==> config.mk <==
export PLATFORM = sky130hd
export DESIGN_NAME = three_button_emulator
export DESIGN_NICKNAME = d
export VERILOG_FILES = /design/src/rtl/core/tbe_pkg.sv /design/src/rtl/core/tbe_cfg.sv /design/src/rtl/core/tbe_decode.sv /design/src/rtl/core/three_button_emulator.sv
export SDC_FILE = /design/constraint.sdc
export NUM_CORES = 1
export LEC_CHECK = 0
export CORE_MARGIN = 3
export CORE_UTILIZATION = 35
export DETAILED_ROUTE_END_ITERATION = 7
export DONT_BUFFER_PORTS = 1
export PLACE_DENSITY_LB_ADDON = 0.2
export SLEW_MARGIN = 20
export SYNTH_ARGS = -nofsm -noshare
export SYNTH_HDL_FRONTEND = slang
export SYNTH_SLANG_ARGS = --single-unit
==> constraint.sdc <==
create_clock -name clk -period 5.4 [get_ports clk]
set_input_delay 1.08 -clock clk [delete_from_list [all_inputs] [get_ports clk]]
set_output_delay 1.08 -clock clk [all_outputs]
set_load 0.005 [all_outputs]
==> src/rtl/core/tbe_pkg.sv <==
// ----------------------------------------------------------------------------
// tbe_pkg
// Shared types and constants of the three-button emulator.
// ----------------------------------------------------------------------------
package tbe_pkg;

  localparam int BUTTON_COUNT_DEF = 31;
  localparam int BTN_W            = 5;
  localparam int BTN_CMP_W        = 8;
  localparam int CFG_ADDR_W       = 3;
  localparam int CFG_DATA_W       = 32;

  localparam logic [BTN_W-1:0] FAKE_MIDDLE = 5'd2;
  localparam logic [BTN_W-1:0] BTN_NONE    = 5'd0;

  // Register index, taken from the word address of the configuration port.
  localparam logic REG_EMULATE_ENABLE = 1'b0;

  localparam logic ACT_PRESS   = 1'b0;
  localparam logic ACT_RELEASE = 1'b1;

  typedef struct packed {
    logic             action;
    logic [BTN_W-1:0] button;
    logic             left_held;
    logic             right_held;
  } item_t;

  typedef struct packed {
    logic             valid;
    logic             release_ev;
    logic [BTN_W-1:0] button;
    logic             timer_start;
    logic             timer_cancel;
  } res_t;

  typedef struct packed {
    res_t             r0;
    res_t             r1;
    logic [1:0]       cnt;
    logic [BTN_W-1:0] held;
    logic             fake;
  } dec_t;

endpackage

==> src/rtl/core/tbe_cfg.sv <==
// ----------------------------------------------------------------------------
// tbe_cfg
// Configuration register file behind the APB-style port.
// ----------------------------------------------------------------------------
module tbe_cfg import tbe_pkg::*; (
  input  logic                  clk,
  input  logic                  rst_n,
  input  logic                  cfg_psel,
  input  logic                  cfg_penable,
  input  logic                  cfg_pwrite,
  input  logic [CFG_ADDR_W-1:0] cfg_paddr,
  input  logic [CFG_DATA_W-1:0] cfg_pwdata,
  output logic [CFG_DATA_W-1:0] cfg_prdata,
  output logic                  cfg_pready,
  output logic                  emulate_enable
);

  logic enable_r;
  logic enable_nxt;
  logic wr_en;
  logic reg_idx;

  assign cfg_pready = 1'b1;
  assign reg_idx    = cfg_paddr[2];
  assign wr_en      = cfg_psel & cfg_penable & cfg_pwrite & cfg_pready;

  always_comb begin
    enable_nxt = enable_r;
    if (wr_en && reg_idx == REG_EMULATE_ENABLE) begin
      enable_nxt = cfg_pwdata[0];
    end
  end

  always_ff @(posedge clk) begin
    if (!rst_n) begin
      enable_r <= 1'b0;
    end else begin
      enable_r <= enable_nxt;
    end
  end

  always_comb begin
    cfg_prdata = '0;
    if (reg_idx == REG_EMULATE_ENABLE) begin
      cfg_prdata = {{(CFG_DATA_W-1){1'b0}}, enable_r};
    end
  end

  assign emulate_enable = enable_r;

endmodule

==> src/rtl/core/tbe_decode.sv <==
// ----------------------------------------------------------------------------
// tbe_decode
// Event rules: turns one button event and the emulation state into up to two
// result words and the next state.
// ----------------------------------------------------------------------------
module tbe_decode import tbe_pkg::*; #(
  parameter int BUTTON_COUNT = BUTTON_COUNT_DEF
) (
  input  item_t            item,
  input  logic             emulate_enable,
  input  logic [BTN_W-1:0] held,
  input  logic             fake,
  output dec_t             dec
);

  logic [BTN_CMP_W-1:0] btn_ext;
  logic                 in_range;
  logic                 is_rel;

  assign btn_ext  = {{(BTN_CMP_W-BTN_W){1'b0}}, item.button};
  assign in_range = (item.button != BTN_NONE) &&
                    (btn_ext <= BTN_CMP_W'(BUTTON_COUNT));
  assign is_rel   = (item.action == ACT_RELEASE);

  always_comb begin
    dec      = '0;
    dec.held = held;
    dec.fake = fake;
    if (in_range) begin
      if (!emulate_enable) begin
        dec.cnt           = 2'd1;
        dec.r0.valid      = 1'b1;
        dec.r0.release_ev = is_rel;
        dec.r0.button     = item.button;
      end else if (!is_rel && held == BTN_NONE && !fake) begin
        // First press is held back until its partner or its release shows.
        dec.held           = item.button;
        dec.cnt            = 2'd1;
        dec.r0.timer_start = 1'b1;
      end else if (!is_rel && held != BTN_NONE && held != item.button && !fake) begin
        dec.held            = BTN_NONE;
        dec.fake            = 1'b1;
        dec.cnt             = 2'd1;
        dec.r0.valid        = 1'b1;
        dec.r0.button       = FAKE_MIDDLE;
        dec.r0.timer_cancel = 1'b1;
      end else if (is_rel && held == item.button) begin
        dec.held            = BTN_NONE;
        dec.cnt             = 2'd2;
        dec.r0.valid        = 1'b1;
        dec.r0.button       = item.button;
        dec.r0.timer_cancel = 1'b1;
        dec.r1.valid        = 1'b1;
        dec.r1.release_ev   = 1'b1;
        dec.r1.button       = item.button;
      end else if (is_rel && fake && !item.left_held && !item.right_held) begin
        dec.fake          = 1'b0;
        dec.cnt           = 2'd1;
        dec.r0.valid      = 1'b1;
        dec.r0.release_ev = 1'b1;
        dec.r0.button     = FAKE_MIDDLE;
      end else if (is_rel && held == BTN_NONE && !fake) begin
        dec.cnt           = 2'd1;
        dec.r0.valid      = 1'b1;
        dec.r0.release_ev = 1'b1;
        dec.r0.button     = item.button;
      end
    end
  end

endmodule

==> src/rtl/core/three_button_emulator.sv <==
// ----------------------------------------------------------------------------
// three_button_emulator
// Emulates a middle button from chorded left/right presses.
// ----------------------------------------------------------------------------
// Usage: button events enter on the in_ stream, one word per event; the
// emulator answers on the out_ stream with zero, one or two words per event,
// the final one marked by out_tlast. The cfg_ port holds emulate_enable at
// byte address 0; write it only while no event is in flight.
// An accepted event is registered in the input register, decoded
// combinationally, and its first result word loads into the output register.
// An event with two results stays in the input register while the single
// output register takes one word per cycle, when the receiver is not
// stalling. A new event is taken in the cycle its predecessor finishes.
// Reset clears the emulation state (no press held back, no fake middle
// down), empties both registers and turns emulation off.
// When the receiver stalls, the output word holds and the input register
// fills; in_tready then drops until the output register can move again.
// ----------------------------------------------------------------------------
module three_button_emulator import tbe_pkg::*; #(
  parameter int BUTTON_COUNT = BUTTON_COUNT_DEF
) (
  input  logic                  clk,
  input  logic                  rst_n,
  input  logic                  in_tvalid,
  output logic                  in_tready,
  // [4:0] button, [5] left_held, [6] right_held, [7] zero
  input  logic [7:0]            in_tdata,
  // [0] action
  input  logic [0:0]            in_tuser,
  output logic                  out_tvalid,
  input  logic                  out_tready,
  // [4:0] event_button, [5] timer_start, [6] timer_cancel, [7] zero
  output logic [7:0]            out_tdata,
  // [0] event_valid, [1] event_release
  output logic [1:0]            out_tuser,
  output logic                  out_tlast,
  input  logic                  cfg_psel,
  input  logic                  cfg_penable,
  input  logic                  cfg_pwrite,
  input  logic [CFG_ADDR_W-1:0] cfg_paddr,
  input  logic [CFG_DATA_W-1:0] cfg_pwdata,
  output logic [CFG_DATA_W-1:0] cfg_prdata,
  output logic                  cfg_pready
);

  logic             emulate_enable;
  logic             in_valid_r;
  item_t            in_item_r;
  logic [BTN_W-1:0] held_r;
  logic             fake_r;
  logic             phase_r;
  logic             phase_nxt;
  logic             out_valid_r;
  res_t             out_res_r;
  logic             out_last_r;
  dec_t             dec;
  res_t             sel;
  logic             out_space;
  logic             last_sel;
  logic             load;
  logic             done;

  tbe_cfg u_cfg (
    .clk            (clk),
    .rst_n          (rst_n),
    .cfg_psel       (cfg_psel),
    .cfg_penable    (cfg_penable),
    .cfg_pwrite     (cfg_pwrite),
    .cfg_paddr      (cfg_paddr),
    .cfg_pwdata     (cfg_pwdata),
    .cfg_prdata     (cfg_prdata),
    .cfg_pready     (cfg_pready),
    .emulate_enable (emulate_enable)
  );

  tbe_decode #(
    .BUTTON_COUNT (BUTTON_COUNT)
  ) u_decode (
    .item           (in_item_r),
    .emulate_enable (emulate_enable),
    .held           (held_r),
    .fake           (fake_r),
    .dec            (dec)
  );

  assign out_space = !out_valid_r || out_tready;
  assign last_sel  = phase_r || (dec.cnt == 2'd1);
  assign sel       = phase_r ? dec.r1 : dec.r0;
  assign load      = in_valid_r && (dec.cnt != 2'd0) && out_space;
  // An event finishes when it has no result or its final word is loaded.
  assign done      = in_valid_r && ((dec.cnt == 2'd0) || (out_space && last_sel));
  assign in_tready = !in_valid_r || done;

  always_comb begin
    phase_nxt = phase_r;
    if (load) begin
      phase_nxt = !last_sel;
    end
  end

  always_ff @(posedge clk) begin
    if (!rst_n) begin
      in_valid_r  <= 1'b0;
      held_r      <= BTN_NONE;
      fake_r      <= 1'b0;
      phase_r     <= 1'b0;
      out_valid_r <= 1'b0;
    end else begin
      if (in_tready) begin
        in_valid_r <= in_tvalid;
      end
      if (done) begin
        held_r <= dec.held;
        fake_r <= dec.fake;
      end
      phase_r <= phase_nxt;
      if (out_space) begin
        out_valid_r <= load;
      end
    end
  end

  always_ff @(posedge clk) begin
    if (in_tvalid && in_tready) begin
      in_item_r.action     <= in_tuser[0];
      in_item_r.button     <= in_tdata[4:0];
      in_item_r.left_held  <= in_tdata[5];
      in_item_r.right_held <= in_tdata[6];
    end
    if (load) begin
      out_res_r  <= sel;
      out_last_r <= last_sel;
    end
  end

  assign out_tvalid = out_valid_r;
  assign out_tdata  = {1'b0, out_res_r.timer_cancel, out_res_r.timer_start,
                       out_res_r.button};
  assign out_tuser  = {out_res_r.release_ev, out_res_r.valid};
  assign out_tlast  = out_last_r;

`ifndef SYNTH
  // The second word of an event only exists while that event is held.
  a_phase_needs_item: assert property (@(posedge clk) disable iff (!rst_n)
    phase_r |-> in_valid_r)
    else $error("second-result phase without an event in the input register");

  // A held-back press and a fake middle press never coexist.
  a_state_exclusive: assert property (@(posedge clk) disable iff (!rst_n)
    (held_r != BTN_NONE) |-> !fake_r)
    else $error("held-back press while fake middle is down");

  // A word without a pointer event is only the lone timer start.
  a_empty_word: assert property (@(posedge clk) disable iff (!rst_n)
    (out_valid_r && !out_res_r.valid) |-> (out_res_r.timer_start && out_last_r))
    else $error("empty result word that is not a final timer start");

  // Loading the first of two words moves on to the second one.
  a_two_words: assert property (@(posedge clk) disable iff (!rst_n)
    (load && !phase_r && dec.cnt == 2'd2) |=> phase_r)
    else $error("second result word skipped");
`endif

endmodule
# [Word level (Yosys, flattened, before mapping)]
# Cells that the tools add are included.
[op_classes] order_cmp=1 eq_ne=4 mux=31 bitwise=6 reduce_logical=40
[ops] operator="7-bit 2-to-1 mux" n=6
[ops] operator="8-bit 2-to-1 mux" n=4
[ops] operator="1-bit logical AND" n=18
[ops] operator="9-bit 2-to-1 mux" n=2
[ops] operator="16-bit 2-to-1 mux" n=1
[ops] operator="5-bit 2-to-1 mux" n=3
[ops] operator="1-bit 2-to-1 mux" n=11
[ops] operator="5-bit nonzero test" n=2
[ops] operator="1-bit zero test" n=7
[ops] operator="2-bit 2-to-1 mux" n=3
[ops] operator="6-bit 2-to-1 mux" n=1
[ops] operator="6-bit AND reduction" n=1
[ops] operator="5-bit == test" n=1
[ops] operator="5-bit <= comparator (second input constant)" n=1
[ops] operator="5-bit zero test" n=1
[ops] operator="5-bit != test" n=1
[ops] operator="1-bit logical OR" n=4
[ops] operator="1-bit inverter" n=4
[ops] operator="4-bit AND reduction" n=1
[ops] operator="2-bit nonzero test" n=2
[ops] operator="4-bit OR reduction" n=1
[ops] operator="3-bit nonzero test" n=1
[ops] operator="3-bit OR reduction" n=1
[ops] operator="1-bit AND" n=2
[ops] operator="other kinds (3)" n=3
[word_totals] register_bits=28 in_bits=51

# [Depth between registers and ports, before layout]
# Gate-level depths: netlist (run 1).
[depth] ltp_word=17 depth_mapped=7 depth_no_buf=6

# [By module]
# A second synthesis (run 1) with hierarchy kept.
[unflattened] cells_unflattened=211 hier_area_um2=2092.0
[modules_own_cells] module="three_button_emulator" n_inst=1 cells_each=102 area_each_um2=1276.2 seq_area_each_um2=720.7
[modules_own_cells] module="tbe_decode" n_inst=1 cells_each=69 area_each_um2=500.5 seq_area_each_um2=0.0
[modules_own_cells] module="tbe_cfg" n_inst=1 cells_each=40 area_each_um2=315.3 seq_area_each_um2=20.0

# [Least setup slack after synthesis (run 1)]
# Ideal clock, no wire load.
[synth_timing] path_kind="input -> output" from="input port out_tready" to="output port in_tready" arrival_ps=1678 required_ps=4320 slack_ps=2642 cell_stages=3 n_path_buf=0 path_cell_list="nor2b_1 > a31o_2 > o211ai_1"
[synth_via] elab_chain_cells=5
[synth_rtl] element="start: declaration" line_no="three_button_emulator.sv:31" source="input logic out_tready,"
[synth_rtl] element="1-bit logical OR" line_no="three_button_emulator.sv:86" source="assign out_space = !out_valid_r || out_tready;"
[synth_rtl] element="1-bit logical AND" line_no="three_button_emulator.sv:91" source="assign done = in_valid_r && ((dec.cnt == 2'd0) || (out_space && last_sel));"
[synth_rtl] element="1-bit logical OR" line_no="three_button_emulator.sv:91"
[synth_rtl] element="1-bit logical AND" line_no="three_button_emulator.sv:91"
[synth_rtl] element="1-bit logical OR" line_no="three_button_emulator.sv:92" source="assign in_tready = !in_valid_r || done;"
[synth_rtl] element="end: declaration" line_no="three_button_emulator.sv:25" source="output logic in_tready,"
# No other way between the ends.

# [Final worst setup path (run 1)]
[layout_timing] from="register in_item_r[7] (netlist name)" to="output port in_tready"
[layout_via] elab_chain_cells=15
[layout_rtl] element="start: declaration" line_no="three_button_emulator.sv:48" source="item_t in_item_r;"
[layout_rtl] element="1-bit logical AND (on tied branches) (2 in a row)" line_no="tbe_decode.sv:62, tbe_decode.sv:56"
[layout_rtl] element="1-bit 2-to-1 mux or 1-bit logical AND (tied branches)" line_no="tbe_decode.sv:62, tbe_decode.sv:56"
[layout_rtl] element="2-bit 2-to-1 mux" line_no="tbe_decode.sv:56" source="end else if (is_rel && fake && !item.left_held && !item.right_held) begin"
[layout_rtl] element="2-bit 2-to-1 mux" line_no="tbe_decode.sv:47" source="end else if (is_rel && held == item.button) begin"
[layout_rtl] element="8-bit 2-to-1 mux" line_no="tbe_decode.sv:40" source="end else if (!is_rel && held != BTN_NONE && held != item.button && !fake) begin"
[layout_rtl] element="7-bit 2-to-1 mux (*)" line_no="tbe_decode.sv:35" source="end else if (!is_rel && held == BTN_NONE && !fake) begin"
[layout_rtl] element="2-bit 2-to-1 mux (*)" line_no="tbe_decode.sv:30" source="if (!emulate_enable) begin"
[layout_rtl] element="8-bit 2-to-1 mux (*)" line_no="tbe_decode.sv:29" source="if (in_range) begin"
[layout_rtl] element="2-bit by 1-bit == test with 1-bit output" line_no="three_button_emulator.sv:87" source="assign last_sel = phase_r || (dec.cnt == 2'd1);"
[layout_rtl] element="1-bit logical OR" line_no="three_button_emulator.sv:87"
[layout_rtl] element="1-bit logical AND" line_no="three_button_emulator.sv:91"
[layout_rtl] element="1-bit logical OR (*)" line_no="three_button_emulator.sv:91"
[layout_rtl] element="1-bit logical AND (*)" line_no="three_button_emulator.sv:91"
[layout_rtl] element="1-bit logical OR (*)" line_no="three_button_emulator.sv:92"
# Mark *: on every way between the ends. The rest lies on a longest branch, timed or not.

==> qor.json, run 1 <==
{
  "run_status": {
    "status": "finished clean"
  },
  "clock_network": {
    "cts_tree": "yes",
    "postCtsSetupBuffers": 0,
    "total_number_of_clock_tree_sinks": 28,
    "numCtsBuffers": 3,
    "holdBufCountCts": 0,
    "cts.clk_slew.worst_paths_ns": 0.10,
    "cts_max_path_buffers": 2,
    "ctsResizeCount": 0,
    "cts_max_level": 1,
    "worstSkewPairLatency_ns": 0.27,
    "clk_root_buffer_cell": "sky130_fd_sc_hd__clkbuf_8"
  },
  "timing": {
    "clock.fmax_mhz": 293,
    "finalCritPeriodShare": 0.632,
    "finalHoldViolCount": 0,
    "maxSlewHeadroom": 0.439,
    "worst-slew-pin-transition_ns": 0.841,
    "setup_tns_ns": 0,
    "unrepaired_setup_endpoints_after_global_routing": "false",
    "fin_crit_ns": 3.41,
    "timing.hold.ws_ns": 0.521,
    "fin_worst_skew_ns": 0.00345,
    "slew_viol_final": 0,
    "setup_viol_count_final": 0
  },
  "drt": {
    "remaining_drc_errors": 0,
    "routedWlPerCell_um": 13.6,
    "drtPass1Iterations": 4,
    "finalWirelength_um": 3250,
    "first_iter_violations": 51,
    "final_antenna_net_count": 0,
    "via_density_per_instance": 4.83,
    "routed-via-count": 1154
  },
  "synthesis": {
    "synth_async_sr_flop_share": 0,
    "yosysWarnings": 0,
    "synth_largest_area_cell": "sky130_fd_sc_hd__edfxtp_1",
    "synth_cell_type_count": 54,
    "synth_edf_count": 18,
    "synth_top_cells_by_area": "sky130_fd_sc_hd__edfxtp_1, sky130_fd_sc_hd__buf_4, sky130_fd_sc_hd__dfxtp_1",
    "yosys_most_used_dff": "sky130_fd_sc_hd__edfxtp_1",
    "syn_area_mm2": 0.00174,
    "post_synth_inst_count": 177,
    "synth.top_cell.area_share": 0.311,
    "syn_avg_cell_area_um2": 9.80,
    "yosysSeqAreaShare": 0.427,
    "ys_seq_elements": 28
  },
  "setup_path": {
    "criticalPathCategory": "reg2out",
    "crit_slowest_cell": "sky130_fd_sc_hd__edfxtp_1",
    "endpoint_kind": "output pin",
    "max_stage_delay_ns": 0.57,
    "worst_ep_required_time_ns": 4.32,
    "worstPathMaxFanout": 10,
    "kind_of_start_point_of_the_critical_path": "flop",
    "cell_breakdown_of_the_critical_path": "inv_1 > nor4_1 > o22ai_1 > a31o_2 > o211ai_1",
    "cp_data_arrival_time_ns": 2.33
  },
  "finish": {
    "fin_nets": 226,
    "flow.area_growth_from_synthesis_pct": -0.360,
    "drive_above_1_share": 0.0690,
    "layout_commonest_cell": "sky130_fd_sc_hd__conb_1",
    "antenna_cells_inserted": 0,
    "stdcell_count": 239,
    "final_cell_mix": "sky130_fd_sc_hd__conb_1, sky130_fd_sc_hd__edfxtp_1, sky130_fd_sc_hd__dfxtp_1",
    "postLayoutCoreUtil": 0.379,
    "fillers": 472
  },
  "pwr": {
    "pwr_total_w": 0.000436,
    "power.sequential.fraction": 0.561,
    "combinationalPowerShare": 0.066,
    "power.share.clock": 0.373,
    "total_leakage_power_nw": 0.601,
    "power_density_mw_per_mm2": 252,
    "intPower_w": 0.000345,
    "share_of_total_power_consumed_by_net_switching": 0.209,
    "vdd_drop_max_mv": 0.120,
    "netSwitchingPower_w": 0.0000909
  },
  "hold_path": {
    "worst_hold_path_type": "reg2reg"
  },
  "job": {
    "drv_cap": 0
  },
  "placed_design": {
    "io_buffer_count": 0,
    "placed_instances": 235,
    "hpwlAfterDp_um": 2560,
    "gp_congestion": 0.883
  },
  "floorplan": {
    "rows": 24,
    "num_io_pins": 97,
    "initial_utilization": 0.380,
    "die_area_mm2": 0.00584,
    "floorplan.die.height_um": 76.4,
    "chip_width_um": 76.4,
    "design.core.area_mm2": 0.00456
  },
  "global_routing": {
    "grt_pass1_vias": 1072,
    "global_route.overflow_total": 0,
    "grt_max_degree": 17,
    "grt_antenna_before_repair": 0,
    "globalRouteTotalUtil": 0.112,
    "global_route_wire_length_before_repair_um": 5440
  }
}
worst max-delay path, delay by kind of cell, from the launching register on:
family	cells	cell delay (ns)
flip-flops	1	0.57
buffers and inverters	1	0.12
AND/OR/NAND/NOR	1	0.55
AO/OA/AOI/OAI	3	0.83
layout make-up:
type / instances / area (um^2) / share of cell area
Clock buffer: 3 / 41.3 / 0.0239
Sequential cell: 28 / 741 / 0.428
Inverter: 5 / 18.8 / 0.0109
Tap cell: 65 / 81.3 / 0.0470
Multi-Input combinational cell: 137 / 817 / 0.473
Clock inverter: 1 / 30.0 / 0.0174
state kept, by name, summed over array words and instances (netlist names):
signal and flops:
fake_r 1, held_r 5, in_item_r 8, in_valid_r 1, out_tdata 7, out_tlast 1, out_tuser 2, out_tvalid 1
phase_r 1, u_cfg.emulate_enable 1
synth_stat cells (all sizes together), types with 2 or more instances:
cell and count:
nor2b 5, and3 3, xor2 2, clkbuf 3
o21ai 6, conb 2, or4 2, a21boi 6
a21oi 5, or2b 2, nand3 9, nor2 10
edfxtp 18, and2 5, nand2 9, or2 2
a211oi 2, nor4 2, buf 35, nand2b 4
dfxtp 10, nor3 5, inv 5, o211ai 2
xnor2 3
power groups by stage:
stage / Sequential (W) / Clock (W) / Combinational (W)
after global placement: 0.000249 / 0 / 0.0000281
after global routing: 0.000246 / 0.000177 / 0.0000329
after detailed placement: 0.000250 / 0 / 0.0000282
after floorplan: 0.000245 / 0 / 0.0000442
after CTS: 0.000245 / 0.000171 / 0.0000283
final: 0.000244 / 0.000163 / 0.0000290
logic make-up (layout without fill, tap and decap cells):
kind of cell    count (synthesis)  count (layout)  share of synthesized area
compound gates                 34              34                      0.154
xor+xnor                        5               5                     0.0252
buf+inv                        43               9                      0.169
flops                          28              28                      0.427
mux                             1               1                    0.00577
other cells                     2              33                    0.00433
simple gates                   64              64                      0.215
routing by layer:
layer / vias to the layer above / GRT usage / part of all wire
met1: 535 / 0.154 / 0.47
met2: 54 / 0.184 / 0.47
met5: - / 0 / 0
met4: 0 / 0.0272 / 0.0061
met3: 2 / 0.0189 / 0.056
li1: 563 / - / -
stage by stage:
| step | setup slack [ns] | instance area (um^2) |
|---|---|---|
| floorplan | 2.64 | 1850 |
| CTS | 2.01 | 1730 |
| global route | 1.80 | 1730 |
| finish | 1.99 | 1730 |
| detailed placement | 2.33 | 1660 |
| global placement | 2.29 | 1660 |
worst paths after layout:
path / start / end / slack, ns / cells after the start
worst max-delay path: in_item_r[7]$_DFFE_PP_ / in_tready / 1.99 / 5
worst min-delay path: held_r[0]$_SDFFE_PN0P_ / held_r[0]$_SDFFE_PN0P_ / 0.52 / 2
worst max register to register: in_item_r[7]$_DFFE_PP_ / in_item_r[5]$_DFFE_PP_ / 2.65 / 6
worst min register to register: held_r[0]$_SDFFE_PN0P_ / held_r[0]$_SDFFE_PN0P_ / 0.52 / 2
No activity file was read; power rests on OpenSTA's default activity.
==> run 2: changes to the inputs <==
clock period = 3.6 ns   (was 5.4 ns; I/O delays follow)
==> run 2 against run 1 <==
Against the previous run: first-iteration DRC count is 37% higher; worst setup slack worse by 1.4 ns; core utilization is 0.22 points higher; routed wire length is 1.7% lower; sequential power is 50% higher; non-clock buffer count is 2 higher; cell area is 0.58% higher; die area stayed put; clock skew is 0.00080 ns lower; hold slack worse by 0.0072 ns.
==> qor.json, run 2 (synthesis results as in run 1) <==
{
  "run_status": {
    "status": "finished clean"
  },
  "timing": {
    "fin_crit_ns": 3.01,
    "unrepaired_setup_endpoints_after_global_routing": "false",
    "worst-slew-pin-transition": {"value": 0.813, "unit": "ns", "change": "-0.0281 ns"},
    "setup_tns": {"value": 0, "unit": "ns", "change": "unchanged"},
    "finalHoldViolCount": {"value": 0, "change": "unchanged"},
    "maxSlewHeadroom": {"value": 0.458, "change": "+0.0187"},
    "setup_viol_count_final": {"value": 0, "change": "unchanged"},
    "finalCritPeriodShare": 0.836,
    "fin_worst_skew": {"value": 0.00265, "unit": "ns", "change": "-0.000799 ns"},
    "slew_viol_final": {"value": 0, "change": "unchanged"},
    "clock.fmax_mhz": 332,
    "post-route-worst-setup-slack": {"value": 0.589, "unit": "ns", "change": "-1.40 ns"}
  },
  "setup_path": {
    "criticalPathCategory": "reg2out",
    "register_to_register_setup_slack": {"value": 0.89, "unit": "ns", "change": "-1.76 ns"},
    "endpoint_kind": "output pin",
    "cp_data_arrival_time": {"value": 2.29, "unit": "ns", "change": "-0.04 ns"},
    "worst_ep_required_time": {"value": 2.88, "unit": "ns", "change": "-1.44 ns"},
    "worstPathMaxFanout": {"value": 10, "change": "unchanged"},
    "kind_of_start_point_of_the_critical_path": "flop"
  },
  "drt": {
    "drtPass1Iterations": {"value": 4, "change": "unchanged"},
    "final_antenna_net_count": {"value": 0, "change": "unchanged"},
    "routedWlPerCell": {"value": 13.3, "unit": "um", "change": "-2.5%"},
    "remaining_drc_errors": {"value": 0, "change": "unchanged"},
    "first_iter_violations": {"value": 70, "change": "+37%"},
    "via_density_per_instance": {"value": 4.78, "change": "-1.1%"},
    "routed-via-count": {"value": 1151, "change": "-0.26%"},
    "finalWirelength": {"value": 3200, "unit": "um", "change": "-1.7%"}
  },
  "global_routing": {
    "global_route_wire_length_before_repair": {"value": 5430, "unit": "um", "change": "-0.26%"},
    "global_route.overflow_total": {"value": 0, "change": "unchanged"},
    "grt_max_degree": {"value": 17, "change": "unchanged"},
    "globalRouteTotalUtil": {"value": 0.113, "change": "+0.000719"},
    "grt_antenna_before_repair": {"value": 0, "change": "unchanged"},
    "grt_pass1_vias": {"value": 1130, "change": "+5.4%"}
  },
  "finish": {
    "fin_nets": {"value": 228, "change": "+0.88%"},
    "layout_commonest_cell": "sky130_fd_sc_hd__conb_1",
    "registers.top_by_ff_count": "in_item_r",
    "postLayoutCoreUtil": {"value": 0.381, "change": "+0.00219"},
    "antenna_cells_inserted": {"value": 0, "change": "unchanged"},
    "drive_above_1_share": {"value": 0.0795, "change": "+0.0106"},
    "fillers": {"value": 480, "change": "+1.7%"},
    "largest_reg_flops": {"value": 8, "change": "unchanged"},
    "multiInputGateArea": {"value": 817, "unit": "um^2", "change": "unchanged"},
    "sequential_cell_area": {"value": 741, "unit": "um^2", "change": "unchanged"},
    "flow.area_growth_from_synthesis_pct": 0.216,
    "final_cell_mix": "sky130_fd_sc_hd__conb_1, sky130_fd_sc_hd__edfxtp_1, sky130_fd_sc_hd__dfxtp_1"
  },
  "clock_network": {
    "postCtsSetupBuffers": {"value": 0, "change": "unchanged"},
    "cts_max_level": {"value": 1, "change": "unchanged"},
    "clk_root_buffer_cell": "sky130_fd_sc_hd__clkbuf_8",
    "cts_max_path_buffers": {"value": 2, "change": "unchanged"},
    "numCtsBuffers": {"value": 3, "change": "unchanged"},
    "ctsResizeCount": {"value": 0, "change": "unchanged"},
    "cts_tree": "yes",
    "worstSkewPairLatency": {"value": 0.27, "unit": "ns", "change": "about the same"},
    "holdBufCountCts": {"value": 0, "change": "unchanged"},
    "cts.clk_slew.worst_paths": {"value": 0.09, "unit": "ns", "change": "about the same"},
    "total_number_of_clock_tree_sinks": {"value": 28, "change": "unchanged"}
  },
  "pwr": {
    "share_of_total_power_consumed_by_net_switching": {"value": 0.215, "change": "+0.00617"},
    "vdd_drop_max": {"value": 0.247, "unit": "mV", "change": "+110%"},
    "power_density": {"value": 359, "unit": "mW/mm^2", "change": "+43%"},
    "total_leakage_power": {"value": 0.609, "unit": "nW", "change": "+1.4%"},
    "power.share.clock": {"value": 0.343, "change": "-0.030"},
    "netSwitchingPower": {"value": 0.000134, "unit": "W", "change": "+48%"},
    "power.sequential.fraction": {"value": 0.586, "change": "+0.025"},
    "combinationalPowerShare": {"value": 0.071, "change": "+0.005"},
    "intPower": {"value": 0.000491, "unit": "W", "change": "+42%"}
  },
  "floorplan": {
    "design.core.area": {"value": 0.00456, "unit": "mm^2", "change": "unchanged"},
    "num_io_pins": {"value": 97, "change": "unchanged"},
    "die_area": {"value": 0.00584, "unit": "mm^2", "change": "unchanged"},
    "initial_utilization": {"value": 0.380, "change": "unchanged"},
    "chip_width": {"value": 76.4, "unit": "um", "change": "unchanged"},
    "floorplan.die.height": {"value": 76.4, "unit": "um", "change": "unchanged"},
    "rows": {"value": 24, "change": "unchanged"}
  },
  "hold_path": {
    "worst_hold_path_type": "reg2reg"
  },
  "placed_design": {
    "io_buffer_count": {"value": 0, "change": "unchanged"},
    "setup_slack_after_placement": {"value": 0.913, "unit": "ns", "change": "-1.42 ns"},
    "gp_congestion": {"value": 0.887, "change": "+0.40%"},
    "hpwlAfterDp": {"value": 2550, "unit": "um", "change": "-0.17%"}
  },
  "job": {
    "drv_cap": {"value": 0, "change": "unchanged"}
  }
}
## run 2: cell types whose count changed in the layout (fill, tap and decap cells not counted)
cell / previous run / this run
sky130_fd_sc_hd__buf_4: 0 / 2
sky130_fd_sc_hd__bufinv_16: 1 / 0
sky130_fd_sc_hd__clkbuf_16: 0 / 1
## run 2: through the flow
step	power [W]	area, um^2	instances	hold WS [ns]
floorplan	0.000435	1850	208	0.480
global placement	0.000417	1670	237	0.499
detailed placement	0.000417	1670	237	0.506
CTS	0.000635	1740	241	0.522
global route	0.000658	1740	241	0.517
finish	0.000625	1740	241	0.514
## run 2: final cells by class
type,count,area share
Clock buffer,4,0.0381
Inverter,5,0.0108
Multi-Input combinational cell,137,0.470
Sequential cell,28,0.426
Tap cell,65,0.0468
Timing Repair Buffer,2,0.00863
## run 2: final timing paths
kind                                from                     end  cells past startpoint
hold reg to reg   held_r[2]$_SDFFE_PN0P_  held_r[2]$_SDFFE_PN0P_                      2
setup / recovery  in_item_r[7]$_DFFE_PP_               in_tready                      5
setup reg to reg  in_item_r[7]$_DFFE_PP_  in_item_r[4]$_DFFE_PP_                      6
hold / removal    held_r[2]$_SDFFE_PN0P_  held_r[2]$_SDFFE_PN0P_                      2
## run 2: critical path, cell delays in order (launching register included)
cell,delay [ns]
sky130_fd_sc_hd__edfxtp_1,0.58
sky130_fd_sc_hd__inv_1,0.10
sky130_fd_sc_hd__nor4_1,0.52
sky130_fd_sc_hd__o22ai_1,0.21
sky130_fd_sc_hd__a31o_2,0.29
sky130_fd_sc_hd__o211ai_1,0.33
## run 2: metal layers
layer  track usage  vias up  wire length (um)
li1              -      567                 -
met1         0.143      539              1460
met2         0.189       43              1530
met3        0.0319        2               188
met4        0.0272        0                17
met5             0        -                 0
## run 2: power groups by stage
stage / Sequential (W) / Combinational, W / Clock, W
after floorplan: 0.000368 / 0.0000664 / 0
after global placement: 0.000374 / 0.0000432 / 0
after detailed placement: 0.000374 / 0.0000433 / 0
after CTS: 0.000367 / 0.0000434 / 0.000225
after global routing: 0.000368 / 0.0000508 / 0.000240
final: 0.000366 / 0.0000444 / 0.000214
==> run 3: changes to the inputs <==
clock period = 2.8 ns   (was 3.6 ns; I/O delays follow)
==> run 3 against run 2 <==
Against the previous run: via count is 5.6% higher; critical endpoint unchanged; core utilization is 3.0 points higher; register-to-register slack worse by 0.57 ns; critical path type unchanged; routed wire length is 8.6% higher; global-route usage is 0.45 points higher.
==> qor.json, run 3 (synthesis results as in run 1) <==
{
  "clock_network": {
    "numCtsBuffers": {"value": 3, "change": "unchanged"},
    "total_number_of_clock_tree_sinks": {"value": 28, "change": "unchanged"},
    "cts.clk_slew.worst_paths": {"value": 0.10, "unit": "ns", "change": "about the same"},
    "cts_max_level": {"value": 1, "change": "unchanged"},
    "cts_tree": "yes",
    "cts_max_path_buffers": {"value": 2, "change": "unchanged"},
    "clk_root_buffer_cell": "sky130_fd_sc_hd__clkbuf_8",
    "worstSkewPairLatency": {"value": 0.28, "unit": "ns", "change": "about the same"}
  },
  "finish": {
    "fin_nets": {"value": 241, "change": "+5.7%"},
    "antenna_cells_inserted": {"value": 0, "change": "unchanged"},
    "layout_commonest_cell": "sky130_fd_sc_hd__conb_1",
    "largest_reg_flops": {"value": 8, "change": "unchanged"},
    "final_cell_mix": "sky130_fd_sc_hd__conb_1, sky130_fd_sc_hd__edfxtp_1, sky130_fd_sc_hd__buf_4",
    "stdcell_count": {"value": 254, "change": "+5.4%"},
    "drive_above_1_share": {"value": 0.175, "change": "+0.0951"},
    "registers.top_by_ff_count": "in_item_r",
    "flow.area_growth_from_synthesis_pct": 8.22,
    "final_cell_area": {"value": 0.00188, "unit": "mm^2", "change": "+8.0%"}
  },
  "drt": {
    "final_antenna_net_count": {"value": 0, "change": "unchanged"},
    "drtPass1Iterations": {"value": 4, "change": "unchanged"},
    "first_iter_violations": {"value": 81, "change": "+16%"},
    "remaining_drc_errors": {"value": 0, "change": "unchanged"},
    "routed-via-count": {"value": 1216, "change": "+5.6%"},
    "routedWlPerCell": {"value": 13.7, "unit": "um", "change": "+3.1%"},
    "via_density_per_instance": {"value": 4.79, "change": "+0.24%"},
    "finalWirelength": {"value": 3480, "unit": "um", "change": "+8.6%"}
  },
  "placed_design": {
    "hpwlAfterDp": {"value": 2640, "unit": "um", "change": "+3.4%"},
    "io_buffer_count": {"value": 0, "change": "unchanged"},
    "gp_congestion": {"value": 0.884, "change": "-0.37%"},
    "postPlaceCellArea": {"value": 0.00171, "unit": "mm^2", "change": "+2.2%"},
    "setup_slack_after_placement": {"value": 0.328, "unit": "ns", "change": "-0.586 ns"},
    "placed_instances": {"value": 242, "change": "+2.1%"}
  },
  "pwr": {
    "power_density": {"value": 454, "unit": "mW/mm^2", "change": "+26%"},
    "netSwitchingPower": {"value": 0.000181, "unit": "W", "change": "+35%"},
    "share_of_total_power_consumed_by_net_switching": {"value": 0.212, "change": "-0.00288"},
    "pwr_total": {"value": 0.000853, "unit": "W", "change": "+36%"},
    "vdd_drop_max": {"value": 0.250, "unit": "mV", "change": "+1.3%"},
    "intPower": {"value": 0.000672, "unit": "W", "change": "+37%"},
    "power.sequential.fraction": {"value": 0.550, "change": "-0.036"},
    "total_leakage_power": {"value": 0.710, "unit": "nW", "change": "+17%"},
    "power.share.clock": {"value": 0.370, "change": "+0.027"},
    "combinationalPowerShare": {"value": 0.080, "change": "+0.009"}
  },
  "floorplan": {
    "initial_utilization": {"value": 0.380, "change": "unchanged"},
    "die_area": {"value": 0.00584, "unit": "mm^2", "change": "unchanged"},
    "num_io_pins": {"value": 97, "change": "unchanged"},
    "chip_width": {"value": 76.4, "unit": "um", "change": "unchanged"},
    "rows": {"value": 24, "change": "unchanged"},
    "floorplan.die.height": {"value": 76.4, "unit": "um", "change": "unchanged"},
    "design.core.area": {"value": 0.00456, "unit": "mm^2", "change": "unchanged"}
  },
  "setup_path": {
    "cp_data_arrival_time": {"value": 2.14, "unit": "ns", "change": "-0.15 ns"},
    "criticalPathCategory": "reg2out",
    "kind_of_start_point_of_the_critical_path": "flop",
    "worstPathMaxFanout": {"value": 5, "change": "-5"},
    "endpoint_kind": "output pin",
    "worst_ep_required_time": {"value": 2.24, "unit": "ns", "change": "-0.64 ns"}
  },
  "timing": {
    "post-route-worst-setup-slack": {"value": 0.101, "unit": "ns", "change": "-0.488 ns"},
    "slew_viol_final": {"value": 0, "change": "unchanged"},
    "fin_crit_ns": 2.70,
    "finalCritPeriodShare": 0.964,
    "fin_worst_skew": {"value": 0.00802, "unit": "ns", "change": "+0.00538 ns"},
    "finalHoldViolCount": {"value": 0, "change": "unchanged"},
    "worst-slew-pin-transition": {"value": 0.536, "unit": "ns", "change": "-0.277 ns"},
    "maxSlewHeadroom": {"value": 0.642, "change": "+0.184"},
    "setup_viol_count_final": {"value": 0, "change": "unchanged"},
    "clock.fmax_mhz": 371,
    "timing.hold.ws": {"value": 0.371, "unit": "ns", "change": "-0.143 ns"}
  },
  "global_routing": {
    "globalRouteTotalUtil": {"value": 0.117, "change": "+0.00451"},
    "global_route.overflow_total": {"value": 0, "change": "unchanged"},
    "grt_antenna_before_repair": {"value": 0, "change": "unchanged"},
    "global_route_wire_length_before_repair": {"value": 5680, "unit": "um", "change": "+4.6%"},
    "grt_pass1_vias": {"value": 1129, "change": "-0.088%"},
    "grt_max_degree": {"value": 17, "change": "unchanged"}
  },
  "job": {
    "drv_cap": {"value": 0, "change": "unchanged"}
  },
  "run_status": {
    "status": "finished clean"
  },
  "hold_path": {
    "worst_hold_path_type": "in2reg"
  }
}
==> run 3: power by group through the flow <==
stage | registers (W) | logic [W] | clock network (W)
CTS | 0.000470 | 0.0000610 | 0.000331
global placement | 0.000479 | 0.0000605 | 0
finish | 0.000469 | 0.0000684 | 0.000316
floorplan | 0.000473 | 0.0000853 | 0
detailed placement | 0.000479 | 0.0000609 | 0
global route | 0.000471 | 0.0000768 | 0.000347
==> run 3: cell type report <==
cell class / count / area (um^2)
clock buffer: 3 / 41.3
fill: 459 / 2690
clock inverter: 1 / 30.0
timing repair buffer: 15 / 113
inverter: 5 / 18.8
tap: 65 / 81.3
sequential: 28 / 743
multi-input combinational: 137 / 851
==> run 3: critical path, cell delays in order, from the launching register on <==
cell and delay (ns):
sky130_fd_sc_hd__dfxtp_2 0.34, sky130_fd_sc_hd__or4_4 0.57, sky130_fd_sc_hd__nor2_4 0.19, sky130_fd_sc_hd__o22ai_2 0.12
sky130_fd_sc_hd__a31o_2 0.23, sky130_fd_sc_hd__o211ai_1 0.23, sky130_fd_sc_hd__buf_4 0.17
==> run 3: path summary, 6_finish.rpt <==
path / from / to / slack (ns) / depth (start not counted)
worst min register to register: held_r[2]$_SDFFE_PN0P_ / held_r[2]$_SDFFE_PN0P_ / 0.49 / 2
worst max-delay path: held_r[2]$_SDFFE_PN0P_ / in_tready / 0.10 / 6
worst min-delay path: in_tdata[1] / in_item_r[3]$_DFFE_PP_ / 0.37 / 0
worst max register to register: held_r[2]$_SDFFE_PN0P_ / in_item_r[0]$_DFFE_PP_ / 0.32 / 7
==> run 3: stage by stage <==
stage	TNS, ns	util
finish	0	0.411
detailed placement	0	0.375
global route	-0.0199	0.411
floorplan	0	-
CTS	0	0.390
global placement	0	0.375
==> run 3: per-layer routing <==
| layer | wire length (um) | vias up | GRT usage |
|---|---|---|---|
| li1 | - | 590 | - |
| met1 | 1560 | 560 | 0.157 |
| met2 | 1640 | 60 | 0.192 |
| met3 | 226 | 6 | 0.0213 |
| met4 | 44 | 0 | 0.0362 |
| met5 | 0 | - | 0 |
==> run 3: timing repair <==
action | in CTS | in global routing
hold buffers | 0 | 0
gates resized for setup | 0 | 7
buffers inserted | 0 | 8
endpoints found under the setup margin | 0 | 1
